[src/design/bfc_pkg.sv]
`timescale 1ns / 1ps
// ----------------------------------------------------------------------------
// bfc_pkg
// Types, code tables and XOR helpers for the butterfly code encode and repair
// core. The code has four data nodes and two parity nodes, with eight chunks
// in each node.
// ----------------------------------------------------------------------------
package bfc_pkg;

    localparam int DATA_NODES      = 4;
    localparam int PARITY_NODES    = 2;
    localparam int CHUNKS_PER_NODE = 8;
    localparam int TOTAL_NODES     = DATA_NODES + PARITY_NODES;
    localparam int DATA_CHUNKS     = DATA_NODES * CHUNKS_PER_NODE;
    localparam int HELPERS         = 5;
    localparam int HELPER_CHUNKS   = 4;
    localparam int HELPER_INPUTS   = HELPERS * HELPER_CHUNKS;
    localparam int Q_HALF          = DATA_CHUNKS / 2;
    localparam int R_HALF          = HELPER_INPUTS / 2;

    localparam logic [0:0] OP_ENCODE = 1'b0;
    localparam logic [0:0] OP_REPAIR = 1'b1;

    localparam logic [0:0] REG_FAILED_NODE = 1'b0;

    typedef struct packed {
        logic [0:0]  op;
        logic [63:0] word0;
        logic [63:0] word1;
        logic [63:0] word2;
        logic [63:0] word3;
        logic [31:0] word4;
        logic [0:0]  last_word;
    } in_t;

    typedef struct packed {
        logic [63:0] result_a;
        logic [63:0] result_b;
        logic [0:0]  last_out;
    } out_t;

    // index 0 of a row is column 0 of the table
    typedef logic [0:DATA_CHUNKS-1]   q_row_t;
    typedef logic [0:HELPER_INPUTS-1] r_row_t;

    localparam q_row_t Q_TABLE [CHUNKS_PER_NODE] = '{
        32'b00000001000100000100000010000000,
        32'b00000010001000001000000011000000,
        32'b00000100010000000101000001110000,
        32'b00001000100000001010000010010000,
        32'b00010000000100010001010100011001,
        32'b00100000001000100010101000101110,
        32'b01000000010001000100000101000011,
        32'b10000000100010001000001010000001
    };

    localparam r_row_t R_TABLE [TOTAL_NODES][CHUNKS_PER_NODE] = '{
        '{20'b10001000100010000000, 20'b01000100010001000000,
          20'b00100010001000100000, 20'b00010001000100010000,
          20'b10001010100100000001, 20'b01000101011100000010,
          20'b00101000110000000100, 20'b00010100100000001000},
        '{20'b10001000100010000000, 20'b01000100010001000000,
          20'b00101000110000000100, 20'b00010100100000001000,
          20'b00000010000110000001, 20'b00000001001101000010,
          20'b00100010001000100000, 20'b00010001000100010000},
        '{20'b10001000100010000000, 20'b00010100100000001000,
          20'b10100000010010000100, 20'b01000100010001000000,
          20'b00100010001000100000, 20'b00010000001001010010,
          20'b00000010000110000001, 20'b00010001000100010000},
        '{20'b10001000100010000000, 20'b10011100000010001000,
          20'b01000100010001000000, 20'b10100000010010000100,
          20'b00100010001000100000, 20'b00110010000001110010,
          20'b00010001000100010000, 20'b00000010000110000001},
        '{20'b00001000001000010001, 20'b00000100000100110010,
          20'b00000010101011100100, 20'b00000001010110011000,
          20'b10001000100010000000, 20'b01000100010001000000,
          20'b00100010001000100000, 20'b00010001000100010000},
        '{20'b00000001001000010001, 20'b00000010000100110010,
          20'b00000100101011100100, 20'b00001000010110011000,
          20'b00010001100010000000, 20'b00100010010001000000,
          20'b01000100001000100000, 20'b10001000000100010000}
    };

    // xor of data chunks base .. base+Q_HALF-1 selected by one row of the
    // parity 1 table; chunk c sits in byte c of d
    function automatic logic [7:0] q_part(
        input logic [DATA_CHUNKS*8-1:0] d,
        input int                       row,
        input int                       base
    );
        logic [7:0] acc;
        acc = 8'h00;
        for (int c = 0; c < Q_HALF; c++)
        begin
            if (Q_TABLE[row][base + c])
            begin
                acc = acc ^ d[8*(base + c) +: 8];
            end
        end
        return acc;
    endfunction

    // xor of helper inputs base .. base+R_HALF-1 selected by one row of the
    // lost node's repair table; out-of-range node gives zero
    function automatic logic [7:0] r_part(
        input logic [2:0]                 node,
        input logic [HELPER_INPUTS*8-1:0] h,
        input int                         row,
        input int                         base
    );
        logic [7:0] acc;
        r_row_t     sel;
        acc = 8'h00;
        sel = '0;
        if (node < 3'(TOTAL_NODES))
        begin
            sel = R_TABLE[node][row];
        end
        for (int c = 0; c < R_HALF; c++)
        begin
            if (sel[base + c])
            begin
                acc = acc ^ h[8*(base + c) +: 8];
            end
        end
        return acc;
    endfunction

endpackage

[src/design/butterfly_code_encode_and_repair_core.sv]
`timescale 1ns / 1ps
// ----------------------------------------------------------------------------
// butterfly_code_encode_and_repair_core
// Pipeline: an accepted item moves through the input, partial and output
// register stages, and out_valid rises once it reaches the output register.
// Throughput: one item per cycle while out_ready stays high; each stage moves
// on whenever the stage after it is empty or drains in the same cycle.
// Reset: rst_n clears all stage valid bits and sets failed_node to 0.
// ----------------------------------------------------------------------------
module butterfly_code_encode_and_repair_core (
    input  logic          clk,
    input  logic          rst_n,
    input  logic          in_valid,
    output logic          in_ready,
    input  bfc_pkg::in_t  in_data,
    output logic          out_valid,
    input  logic          out_ready,
    output bfc_pkg::out_t out_data,
    input  logic          psel,
    input  logic          penable,
    input  logic          pwrite,
    input  logic [2:0]    paddr,
    input  logic [31:0]   pwdata,
    output logic [31:0]   prdata,
    output logic          pready
);
    import bfc_pkg::*;

    logic [2:0]   failed_node_reg;

    // stage 1: captured input
    logic         s1_valid_reg;
    logic [0:0]   s1_op_reg;
    logic [0:0]   s1_last_reg;
    logic [2:0]   s1_node_reg;
    logic [255:0] s1_data_reg;
    logic [31:0]  s1_w4_reg;

    // stage 2: first half of the xor networks
    logic         s2_valid_reg;
    logic [0:0]   s2_op_reg;
    logic [0:0]   s2_last_reg;
    logic [2:0]   s2_node_reg;
    logic [127:0] s2_hi_reg;
    logic [31:0]  s2_w4_reg;
    logic [63:0]  s2_part_a_reg;
    logic [63:0]  s2_part_q_reg;

    // stage 3: output register
    logic         out_valid_reg;
    out_t         out_data_reg;

    logic         s1_ready;
    logic         s2_ready;
    logic         s3_ready;

    logic [63:0]  s2_part_a_next;
    logic [63:0]  s2_part_q_next;
    out_t         out_data_next;

    logic [HELPER_INPUTS*8-1:0] s1_helpers;
    logic [HELPER_INPUTS*8-1:0] s2_helpers;
    logic [DATA_CHUNKS*8-1:0]   s2_data;

    assign s3_ready = !out_valid_reg || out_ready;
    assign s2_ready = !s2_valid_reg || s3_ready;
    assign s1_ready = !s1_valid_reg || s2_ready;
    assign in_ready = s1_ready;

    assign out_valid = out_valid_reg;
    assign out_data  = out_data_reg;

    // configuration port
    assign pready = 1'b1;
    assign prdata = (paddr[2] == REG_FAILED_NODE) ? {29'd0, failed_node_reg} : 32'd0;

    always_ff @(posedge clk or negedge rst_n)
    begin
        if (!rst_n)
        begin
            failed_node_reg <= 3'd0;
        end
        else if (psel && penable && pwrite && pready && (paddr[2] == REG_FAILED_NODE))
        begin
            failed_node_reg <= pwdata[2:0];
        end
    end

    // helper byte c is helper c/4, chunk c%4
    assign s1_helpers = {s1_w4_reg, s1_data_reg[223:192], s1_data_reg[159:128],
                         s1_data_reg[95:64], s1_data_reg[31:0]};

    always_comb
    begin
        s2_part_a_next = '0;
        s2_part_q_next = '0;
        if (s1_op_reg == OP_ENCODE)
        begin
            s2_part_a_next = s1_data_reg[63:0] ^ s1_data_reg[127:64];
            for (int r = 0; r < CHUNKS_PER_NODE; r++)
            begin
                s2_part_q_next[8*r +: 8] = q_part(s1_data_reg, r, 0);
            end
        end
        else
        begin
            for (int r = 0; r < CHUNKS_PER_NODE; r++)
            begin
                s2_part_a_next[8*r +: 8] = r_part(s1_node_reg, s1_helpers, r, 0);
            end
        end
    end

    // second half only needs nodes 2 and 3, or helpers 10..19
    assign s2_data    = {s2_hi_reg, 128'd0};
    assign s2_helpers = {s2_w4_reg, s2_hi_reg[95:64], s2_hi_reg[31:16], 80'd0};

    always_comb
    begin
        out_data_next          = '0;
        out_data_next.last_out = s2_last_reg;
        if (s2_op_reg == OP_ENCODE)
        begin
            out_data_next.result_a = s2_part_a_reg ^ s2_hi_reg[63:0] ^ s2_hi_reg[127:64];
            for (int r = 0; r < CHUNKS_PER_NODE; r++)
            begin
                out_data_next.result_b[8*r +: 8] =
                    s2_part_q_reg[8*r +: 8] ^ q_part(s2_data, r, Q_HALF);
            end
        end
        else
        begin
            for (int r = 0; r < CHUNKS_PER_NODE; r++)
            begin
                out_data_next.result_a[8*r +: 8] =
                    s2_part_a_reg[8*r +: 8] ^ r_part(s2_node_reg, s2_helpers, r, R_HALF);
            end
        end
    end

    always_ff @(posedge clk or negedge rst_n)
    begin
        if (!rst_n)
        begin
            s1_valid_reg  <= 1'b0;
            s2_valid_reg  <= 1'b0;
            out_valid_reg <= 1'b0;
        end
        else
        begin
            if (s1_ready)
            begin
                s1_valid_reg <= in_valid;
            end
            if (s2_ready)
            begin
                s2_valid_reg <= s1_valid_reg;
            end
            if (s3_ready)
            begin
                out_valid_reg <= s2_valid_reg;
            end
        end
    end

    always_ff @(posedge clk)
    begin
        if (s1_ready && in_valid)
        begin
            s1_op_reg   <= in_data.op;
            s1_last_reg <= in_data.last_word;
            s1_node_reg <= failed_node_reg;
            s1_data_reg <= {in_data.word3, in_data.word2, in_data.word1, in_data.word0};
            s1_w4_reg   <= in_data.word4;
        end
        if (s2_ready && s1_valid_reg)
        begin
            s2_op_reg     <= s1_op_reg;
            s2_last_reg   <= s1_last_reg;
            s2_node_reg   <= s1_node_reg;
            s2_hi_reg     <= s1_data_reg[255:128];
            s2_w4_reg     <= s1_w4_reg;
            s2_part_a_reg <= s2_part_a_next;
            s2_part_q_reg <= s2_part_q_next;
        end
        if (s3_ready && s2_valid_reg)
        begin
            out_data_reg <= out_data_next;
        end
    end

endmodule

[config.mk]
export PLATFORM = sky130hd
export DESIGN_NAME = butterfly_code_encode_and_repair_core
export DESIGN_NICKNAME = d
export VERILOG_FILES = /design/src/design/bfc_pkg.sv /design/src/design/butterfly_code_encode_and_repair_core.sv
export SDC_FILE = /design/constraint.sdc
export NUM_CORES = 1
export LEC_CHECK = 0
export ABC_AREA = 1
export BUFFER_PORTS_ARGS = -buffer_cell sky130_fd_sc_hd__buf_2
export CORE_UTILIZATION = 55
export DETAILED_ROUTE_END_ITERATION = 8
export PLACE_DENSITY = 0.74
export SETUP_SLACK_MARGIN = 0.5
export SKIP_LAST_GASP = 1
export SLEW_MARGIN = 20
export SYNTH_ARGS = -nofsm -noshare
export SYNTH_HDL_FRONTEND = slang
export SYNTH_SLANG_ARGS = --single-unit
[constraint.sdc]
create_clock -name clk -period 16.65 [get_ports clk]
set_clock_uncertainty 0.2 [all_clocks]
set_input_delay 3.33 -clock clk [delete_from_list [all_inputs] [get_ports clk]]
set_output_delay 3.33 -clock clk [all_outputs]
set_load 0.02 [all_outputs]
==> results of run 1 <==
[metal layers]
metal	vias to the layer above	part of all wire (%)	global-route usage [%]	routed length [um]
li1	14600	-	-	-
met1	14300	42	46.7	50200
met4	2	3.9	12.0	4680
met5	-	0.010	0	12
met3	222	11	5.29	13100
met2	1690	44	47.1	52500
[worst max-delay path, cell delays in order]
cell	delay, ns
buf_2	0.09
inv_1	0.10
nand2_1	0.08
nor2_1	0.14
nand2_1	0.10
buf_2	0.17
[power breakdown]
group	total, uW	leakage [uW]	internal, uW	switching (uW)
combinational	1930	0.0111	667	1270
clock	1650	0.00117	946	705
sequential	2810	0.00702	2460	350
total	6390	0.0193	4070	2320
[cell usage in the layout, fill, tap and decap left out, types with 3 or more instances in the layout]
cell	netlist	routed
nand3b_1	28	28
clkinv_4	0	3
edfxtp_1	715	715
nand3_1	273	273
o21ai_1	12	12
buf_2	37	434
o211ai_1	15	15
bufinv_16	0	5
inv_2	7	7
o22ai_1	30	30
conb_1	2	30
nor2_2	11	10
a21oi_1	80	79
or2_1	24	24
o21ai_0	164	164
clkbuf_1	119	10
nor2_1	234	233
nand2_2	11	11
clkinvlp_4	0	5
nor2_4	2	4
clkinv_1	1	18
o21bai_1	7	7
xnor2_1	352	352
xor2_1	404	404
or2_2	49	49
buf_4	41	25
clkinv_2	0	13
nand4_1	23	23
inv_1	317	315
dfrtp_1	6	6
clkbuf_16	0	79
nand2_1	1284	1284
ha_1	15	15
nor3_1	3	3
[cell families after synthesis]
family / count (synthesis) / share of synthesized area (%)
xor gates and xnor gates: 756 / 16.4
other: 2 / 0.0186
buffers and inverters: 535 / 5.48
adders and majority gates: 15 / 0.464
DFF: 721 / 53.5
AOI/OAI and AO/OA: 314 / 4.17
and+or+nand+nor: 1947 / 20.0
[final cells by class]
| class | instances | area share (%) |
|---|---|---|
| Inverter | 325 | 2.71 |
| Timing Repair Buffer | 460 | 5.24 |
| Tap cell | 959 | 2.63 |
| Clock inverter | 47 | 0.884 |
| Antenna cell | 2 | 0.0110 |
| Multi-Input combinational cell | 3062 | 36.7 |
| Clock buffer | 89 | 4.42 |
| Sequential cell | 721 | 47.4 |
[worst paths after layout]
kind	slack, ns	end	depth (start not counted)
min	0.21	s2_hi_reg[42]$_DFFE_PP_	0
min in group asynchronous	2.32	failed_node_reg[1]$_DFFE_PN0P_	1
min reg2reg	0.21	s2_hi_reg[42]$_DFFE_PP_	0
max reg2reg	12.63	s2_part_a_reg[17]$_DFFE_PP_	13
max in group asynchronous	13.77	s2_valid_reg$_DFFE_PN0P_	1
max	9.11	in_ready	6
[stage by stage]
step | hold WS [ns] | setup WS [ns] | power [uW] | std cells | area (um2)
2_1_floorplan | 0.200 | 6.24 | 4120 | 4318 | 40500
3_3_place_gp | 0.203 | 9.12 | 4670 | 5526 | 43100
3_5_place_dp | 0.205 | 9.11 | 4720 | 5526 | 43100
4_1_cts | 0.209 | 9.11 | 6370 | 5662 | 45500
5_1_grt | 0.210 | 9.02 | 6680 | 5663 | 45600
6_report | 0.210 | 9.11 | 6390 | 5665 | 45600
==> summary.txt, run 1 <==
GRT
  • Vias in the first global route: 27800
  • Global route overflow: 0
  • GRT Total Usage: 31.7%
  • Largest net degree at the start of global routing: 96
  • First-pass GRT wire length: 174000 um
  • Antenna violations before repair: 4

Clocking
  • CTS H-tree depth: 3
  • Root Buffer Master: clkbuf_16
  • Number of buffers created by CTS: 76
  • Hold Buf Count CTS: 0
  • Setup Buffers After CTS: 0
  • CTS tree: yes
  • Clock Latency Late Sink: 0.63 ns
  • Clk sinks: 721
  • Post-CTS sizing: 0
  • Max Root-Sink Buffers: 3
  • Worst-path clk slew: 0.06 ns

Job
  • Number of max-cap violations: 0

Synth
  • Synth top area share: 53.1%
  • Post-synth EDFFs: 715
  • Most frequent cell after synthesis: nand2_1
  • Yosys top cell by area: edfxtp_1
  • Synthesized flop and latch total: 721
  • Seq/Total Area, Yosys: 53.5%
  • Fraction of registers with async set or reset after synthesis: 0.832%
  • Post-synthesis cell area: 40400 um2
  • Ranking of synthesized cells by area: edfxtp_1, nand2_1, xor2_1
  • Synth cell types: 38
  • Synth cell count leaders: nand2_1, edfxtp_1, xor2_1
  • Warnings from Yosys: 0
  • Syn_area_per_cell: 9.42 um2
  • Ys flop type: edfxtp_1
  • Synth Instances: 4290

STA
  • Post-Route Setup TNS: 0 ns
  • Slew of the pin with the lowest slew margin: 1.08 ns
  • Hold Fails Final Rpt: 0
  • Fmax: 133 MHz
  • # setup viols final: 0
  • Max-slew headroom: 28.0%
  • Min Tclk post-route: 7.54 ns
  • Pins Over Slew Limit: 0
  • Fin crit share: 45.3%
  • RSZ-0062 raised after global routing: no

Layout
  • Filler Cell Count: 6015
  • Nets: 4993
  • Register area: 21600 um2
  • Layout Area Growth over Synthesis: 12.8%
  • Area of the multi-input gates: 16700 um2
  • Max reg flops: 256
  • Share of post-route cells with drive strength above 1: 14.0%
  • Finished Core Util: 62.6%

Power and ir drop
  • P per Cell Area: 140 nW/um2
  • Peak supply drop: 0.120 mV
  • Leakage: 0.0193 uW

Detailed routing
  • Post-route ant nets: 0
  • DR DRC count: 0
  • Vias/cell: 5.44
  • DR vias: 30800
  • Initial DRC count: 3810
  • DR pass1 iterations: 9
  • WL final: 121000 um
  • Avg WL per Cell: 21.3 um

Worst setup path
  • R2R Path Start: s1_node_reg[2]$_DFFE_PP_
  • Type of origin of the critical path: input port
  • Worst setup path class: in2out
  • Crit path required time: 13.12 ns
  • Crit path DAT: 4.01 ns
  • CP Launch Point: out_ready
  • Crit end category: output pin
  • Critical Path Fanout Max: 3

Placement
  • Placer Congestion: 0.950
  • Dpl hpwl: 87600 um
  • Port bufs: 434

Hold path
  • Min-Delay Path Class: reg2reg
  • Hold Startpoint: s1_data_reg[170]$_DFFE_PP_

Die
  • Row cnt: 99
  • Core ar.: 72800 um2
  • DIE AREA: 74600 um2
  • Die Span Y: 273 um
  • IO Count: 496
  • Starting density of the core: 55.5%
  • Die width: 273 um

Run status
  • Outcome: complete, no violations
No activity file was read; power rests on OpenSTA's default activity.
==> run 2: changes to the inputs <==
--- a/config.mk
+++ b/config.mk
@@ -7,9 +7,9 @@
 export LEC_CHECK = 0
 export ABC_AREA = 1
 export BUFFER_PORTS_ARGS = -buffer_cell sky130_fd_sc_hd__buf_2
-export CORE_UTILIZATION = 55
+export CORE_UTILIZATION = 54
 export DETAILED_ROUTE_END_ITERATION = 8
-export PLACE_DENSITY = 0.74
+export PLACE_DENSITY = 0.76
 export SETUP_SLACK_MARGIN = 0.5
 export SKIP_LAST_GASP = 1
 export SLEW_MARGIN = 20
==> constraint.sdc (replaced) <==
create_clock -name clk -period 6.25 [get_ports clk]
set_clock_uncertainty 0.2 [all_clocks]
set_input_delay 1.25 -clock clk [delete_from_list [all_inputs] [get_ports clk]]
set_output_delay 1.25 -clock clk [all_outputs]
set_load 0.02 [all_outputs]
==> run 2 against run 1 <==
  * Final cell count about the same
  * Hold slack improved by 0.00054 ns
  * Cell area up 0.52%
  * Register-to-register slack lost 10 ns
  * Sequential power increased to 2.7 times the previous value
  * Global-route usage hardly changed
  * Worst setup slack got worse by 6.9 ns
  * Wire length grew 1.3%
  * First-iteration DRC count grew 0.24%
  * Die area up 1.8%
  * Via count rose by 1.2%
  * Critical path depth rose by 7
  * Largest power group unchanged
  * Highest routed layer is now met4
==> summary.txt, run 2 (synthesized netlist as in run 1, its figures left out) <==
Detailed routing
  • Initial DRC count: 3819
  • DR vias: 31200
  • Avg WL per Cell: 21.5 um
  • WL final: 122000 um
  • Post-route ant nets: 0
  • DR DRC count: 0
  • DR pass1 iterations: 6
  • Vias/cell: 5.50

Worst setup path
  • Crit-path most repeated cell: nand2_1
  • Critical Path Fanout Max: 27
  • Crit path required time: 6.42 ns
  • Worst setup path class: reg2reg
  • Crit path DAT: 4.20 ns
  • CP peak stage delay: 0.65 ns
  • Type of origin of the critical path: flip-flop
  • Slowest CP cell: edfxtp_1
  • Delay-heaviest family, CP: simple AND/OR/NAND/NOR gates
  • Crit end category: flip-flop
  • Critical path buffer and inverter count: 2
  • CP cell instances: ha_1 -> nor2_4 -> buf_4 -> nand2_2 -> inv_2 -> nand2_1 -> xor2_1 -> nand2_1 -> nand2_1 -> nand3_1 -> nand2_1 -> nand2_1 -> nand2_1

Layout
  • Final std cells w/o fill: 5670
  • Layout Area Growth over Synthesis: 13.4%
  • Final Cell Area: 45800 um2
  • Filler Cell Count: 5878
  • Max reg flops: 256
  • Area of the multi-input gates: 16700 um2
  • Share of post-route cells with drive strength above 1: 14.3%
  • Nets: 4999
  • Most common cell after layout, fill and taps aside: nand2_1
  • Commonest non-fill, non-tap cells in the layout: nand2_1, edfxtp_1, buf_2
  • Register area: 21600 um2

STA
  • PnR worst setup slack: 2.23 ns
  • Max-slew headroom: 17.5%
  • Fin crit share: 64.4%
  • Slew of the pin with the lowest slew margin: 1.23 ns
  • Pins Over Slew Limit: 0
  • Hold Fails Final Rpt: 0
  • Fmax: 248 MHz
  • Min Hold Slack: 0.210 ns
  • # setup viols final: 0
  • Min Tclk post-route: 4.02 ns
  • RSZ-0062 raised after global routing: no

Placement
  • Inst Count DP: 5532
  • Placer Congestion: 0.959
  • Port bufs: 434
  • Dpl hpwl: 89000 um
  • Dpl ws: 2.35 ns
  • Dpl cell area: 43300 um2

Die
  • Die Span Y: 276 um
  • Starting density of the core: 55.0%
  • Row cnt: 99
  • IO Count: 496
  • Core ar.: 73500 um2
  • DIE AREA: 76000 um2
  • Die width: 276 um

GRT
  • GRT Total Usage: 31.7%
  • Vias in the first global route: 28300
  • Global route overflow: 0
  • Antenna violations before repair: 2
  • First-pass GRT wire length: 176000 um
  • Largest net degree at the start of global routing: 126

Clocking
  • Clk sinks: 721
  • Number of buffers created by CTS: 77
  • Max Root-Sink Buffers: 3
  • Post-CTS sizing: 0
  • Setup Buffers After CTS: 0
  • Clock Latency Late Sink: 0.63 ns
  • CTS tree: yes
  • CTS H-tree depth: 3
  • Worst-path clk slew: 0.06 ns
  • Root Buffer Master: clkbuf_16
  • Hold Buf Count CTS: 0

Job
  • Number of max-cap violations: 0

Power and ir drop
  • P per Cell Area: 377 nW/um2
  • Overall Power: 17300 uW
  • Peak supply drop: 0.264 mV
  • Leakage: 0.0194 uW

Hold path
  • Min-Delay Path Class: reg2reg

Run status
  • Outcome: complete, no violations
## run 2: worst paths after layout
kind / slack [ns] / to / startpoint / cells after the start
min in group asynchronous: 0.24 / s1_valid_reg$_DFFE_PN0N_ / rst_n / 1
hold / removal: 0.21 / s2_hi_reg[16]$_DFFE_PP_ / s1_data_reg[144]$_DFFE_PP_ / 0
max in group asynchronous: 5.45 / failed_node_reg[0]$_DFFE_PN0P_ / rst_n / 1
hold reg to reg: 0.21 / s2_hi_reg[16]$_DFFE_PP_ / s1_data_reg[144]$_DFFE_PP_ / 0
setup reg to reg: 2.23 / s2_part_a_reg[17]$_DFFE_PP_ / s1_node_reg[2]$_DFFE_PP_ / 13
setup / recovery: 2.23 / s2_part_a_reg[17]$_DFFE_PP_ / s1_node_reg[2]$_DFFE_PP_ / 13
## run 2: layout make-up
cell class	count	area share [%]
flip-flops and latches	721	47.2
inverters	325	2.69
well taps	959	2.62
multi-input cells	3062	36.5
diodes	1	0.00546
repair buffers	465	5.41
clock inverters	42	1.02
clock buffers	95	4.54
## run 2: layer usage
layer / GRT usage [%] / share of wire (%) / vias up
met3: 6.12 / 12 / 259
met1: 45.1 / 40 / 14500
met2: 47.6 / 44 / 1794
met5: 0 / 0 / -
met4: 13.2 / 4.3 / 0
li1: - / - / 14600
## run 2: power breakdown
part | total [uW] | internal (uW) | switching [uW]
clock | 4630 | 2710 | 1920
combinational | 5140 | 1800 | 3350
sequential | 7510 | 6540 | 970
total | 17300 | 11000 | 6230
## run 2: per-stage QoR
| step | TNS [ns] | util [%] |
|---|---|---|
| 2_1_floorplan | -209.61 | - |
| 3_3_place_gp | 0 | 58.9 |
| 3_5_place_dp | 0 | 58.9 |
| 4_1_cts | 0 | 62.4 |
| 5_1_grt | 0 | 62.4 |
| 6_report | 0 | 62.4 |
